**config.mk**
```make
export PLATFORM = sky130hd
export DESIGN_NAME = rzt_ram
export DESIGN_NICKNAME = d
export VERILOG_FILES = /design/src/rtl/rzt_ram.sv
export SDC_FILE = /design/constraint.sdc
export NUM_CORES = 1
export LEC_CHECK = 0
export BUFFER_PORTS_ARGS = -buffer_cell sky130_fd_sc_hd__buf_4
export CAP_MARGIN = 20
export CORE_ASPECT_RATIO = 1.4
export CORE_MARGIN = 5
export CORE_UTILIZATION = 60
export CTS_CLUSTER_DIAMETER = 30
export CTS_CLUSTER_SIZE = 14
export DETAILED_ROUTE_END_ITERATION = 10
export MAX_ROUTING_LAYER = met4
export PLACE_DENSITY = 0.86
export SYNTH_ARGS = -nofsm -noshare
export SYNTH_HDL_FRONTEND = slang
export SYNTH_SLANG_ARGS = --single-unit
```
**constraint.sdc**
```tcl
create_clock -name clk -period 4.6 [get_ports clk]
set_input_delay 0.23 -clock clk [delete_from_list [all_inputs] [get_ports clk]]
set_output_delay 0.23 -clock clk [all_outputs]
set_load 0.01 [all_outputs]
```
**src/rtl/rzt_ram.sv**
```systemverilog
module rzt_ram
#(
    parameter int WIDTH = 8,
    parameter int DEPTH = 64,
    localparam int AW = (DEPTH > 1) ? $clog2(DEPTH) : 1
)
(
    input  logic                  clk,
    input  logic                  we,
    input  logic [AW-1:0]         waddr,
    input  logic [WIDTH-1:0]      wdata,
    input  logic                  re,
    input  logic [AW-1:0]         raddr,
    output logic [WIDTH-1:0]      rdata
);

    logic [WIDTH-1:0] mem [DEPTH];

    always_ff @(posedge clk)
    begin
        if (we)
        begin
            mem[waddr] <= wdata;
        end
        if (re)
        begin
            rdata <= mem[raddr];
        end
    end

endmodule

```
# Word-level counts from Yosys, hierarchy flattened
# Memories as Yosys holds them, arrays and structs flattened. A register that Yosys moved wholly into a read port is not among the register bits.
# Index checks and enable logic that the tools add are counted.
# word_totals
reg_bits,0
latch_bits,0
mem_bits_rw,512
romBits,0
out_inout_bits,8
mem_count,1
# op_classes
addsub,0
mul,0
div_mod_pow,0
n_lt_le_gt_ge,0
eq_ne,0
n_shift,0
muxes,2
n_bitwise,0
n_reduce_logical,0
# mem_list
name,depth,word_bits,read_ports,rd_clocked_by_memory_dff,write_ports,line,source
mem,64,8,1,1,1,17,logic [WIDTH-1:0] mem [DEPTH];
# ops
cell,count
$mux 1,2

# Depth between registers and ports, before layout
# logic_depth
depth_word,2
depth_mapped,9
depth_no_buf,5

# Least setup slack after synthesis
# No wires, ideal clock.
# synth_timing
path_kind,in2reg
from,input port raddr[1]
to,"register rdata[3], read port of mem, data pin"
setup_ps,266
arrival_ps,1770
required_ps,4334
setup_slack_ps,2564
path_stages,7
n_path_buf,3
path_cell_list,buf_4 buf_2 buf_2 mux4_2 mux4_2 o21ai_1 o41ai_1
# synth_lines
item,line,source
"start, declared",13,"input logic [AW-1:0] raddr,"
"end, declared",14,output logic [WIDTH-1:0] rdata

==> qor.csv <==
metric,value,unit
Post-DP HPWL,25700,um
worst-skew pair later-pin latency,0.60,ns
Post-synth EDFFs,520,
via count,9973,
Synth Net Count,963,
grt ovf,0,
drt drc,0,
Synth Area in Compound Gates,0.0206,
Post-Synth Simple-Gate Area,0.0337,
postcts setup bufs,0,
Ys Warns,0,
Slew headroom,0.246,
die area,37600,um^2
status,completed,
WHS,0.130,ns
FILL cells,1866,
"CP delay by family, top",buffers and inverters,
Critical Path Start Type,input pin,
CP bufs+invs,2,
ratio of cells with drive above 1 in the final layout,0.265,
crit path cell chain,clkbuf_8 -> buf_12 -> mux4_2 -> nor2b_1 -> a2111oi_0 -> o41ai_1,
CTS tree,yes,
DP Worst Slack,1.46,ns
WP data arrival,2.98,ns
fin crit period,2.67,ns
Post-DP Area,20800,um^2
max-cap violation count,0,
Via density,6.73,
crit-path max cell delay,0.72,ns
critical path's slowest cell,a2111oi_0,
# diodes,0,
Max clock buf depth,3,
die width,165,um
final-report max-slew violation count,0,
pwr/cell area,464,nW/um^2
clock skew,0.0177,ns
# rows,79,
post-route antenna net violation count,0,
DRT Pass-1 Iters,5,
mux cell area share after synthesis,0.159,
Post-Synth XOR/XNOR Area,0,
first-pass GRT wire length,69400,um
Chip Height,227,um
Num CTS Buffers,59,
unrepaired setup endpoints after global routing,false,
area of the multi-input gates,4330,um^2
VDD IR max,0.256,mV
register area share after synthesis,0.771,
IO Pins,31,
Synth Register Bits,520,
RD Place Congestion,0.827,
largest net degree at the start of global routing,72,
Placed Cells,1370,
Power Total,10.6,mW
area delta synth->final,12.9,%
Core ar.,33300,um^2
Final #Nets,1010,
clk root buf,clkbuf_16,
Leak Pwr,7.14,nW
GRT Total Usage,0.267,
I/O Buffers,30,
Setup CP Type,in2reg,
"most common cell after layout, fill and taps aside",edfxtp_1,
Adder-Cell Fraction of Synth Area,0,
Max Fclk,0.375,GHz
Final Hold Vio Count,0,
Avg WL per Cell,31.4,um
initial antenna violation count,0,
DR iter-0 viols,1432,
Util after Layout,0.686,
Worst-path clk slew,0.07,ns
drt total wl,46600,um
final std cells w/o fill,1481,
Unique masters post-synth,39,
syn_area_per_cell,21.5,um^2
H-tree depth,2,
Worst Tran Pin Value,1.13,ns
most frequent cells in the layout,"edfxtp_1 (520), mux4_2 (126), nor2_1 (83)",
initial core utilization,0.608,
sequential standard cell area,15600,um^2
worst-path fanout max,71,
vias in the first global route,10437,
crit end category,flip-flop,
Post-synth top flop,edfxtp_1,
final setup fails,0,
main combinational cell family by area after synthesis,multiplexers,
setup slack after layout,1.93,ns
CTS sink count,520,
Hold Path Class,in2reg,
setup TNS,0,ns
Crit path required time,4.92,ns
Post-synth ARST share,0,
post-route cell area,22900,um^2
Mapped Area,20200,um^2
final period utilization,0.579,
Syn Inst Count,940,
metal layers:
| metal | share of wire | GRT usage |
|---|---|---|
| met4 | 0.053 | 0.127 |
| met3 | 0.090 | 0.0565 |
| met2 | 0.51 | 0.416 |
| met1 | 0.35 | 0.342 |
| met5 | 0 | - |
power breakdown:
part | total, mW | leakage [nW] | internal (mW) | switching (mW)
clock | 4.85 | 0.985 | 2.91 | 1.94
sequential | 5.27 | 4.69 | 5.26 | 0.0138
combinational | 0.481 | 1.47 | 0.179 | 0.302
total | 10.6 | 7.14 | 8.35 | 2.26
worst paths after layout:
path,start,end,slack (ns),cells after the start
max,raddr[0],rdata[5],1.93,6
min,waddr[2],mem[49][5],0.13,2
max reg2reg,mem[55][4],rdata[4],2.35,4
min reg2reg,mem[34][1],rdata[1],0.97,4
area by class of cell:
type	instances	area share
timing repair buffer	37	0.0136
clock buffer	68	0.0679
tap	445	0.0244
clock inverter	42	0.0217
sequential	520	0.683
multi-input combinational	369	0.189
synthesized netlist by cell type, drive strengths merged (8+ instances only):
cell type  number  share of area
nor2           83          0.015
edfxtp        520           0.77
nand2          19         0.0035
mux2i          23          0.011
clkbuf         17         0.0032
mux2           13         0.0072
o221ai          8         0.0035
o22ai           8         0.0025
nand3          13         0.0032
mux4          126           0.14
nor2b          14         0.0043
buf            34          0.012
flip-flops by register name, summed over array words and instances (netlist names):
name	count
mem	512
rdata	8
timing repair:
| action | in CTS | in global routing |
|---|---|---|
| gates resized for setup | 0 | 0 |
| hold buffers | 1 | 0 |
| hold endpoints to repair | 8 | 0 |
cell families after synthesis:
logic type | Yosys count
flip-flops | 520
AND/OR/NAND/NOR | 153
AO/OA/AOI/OAI | 54
buffers and inverters | 51
multiplexers | 162
Note: power is estimated with default switching activity, not from simulation.
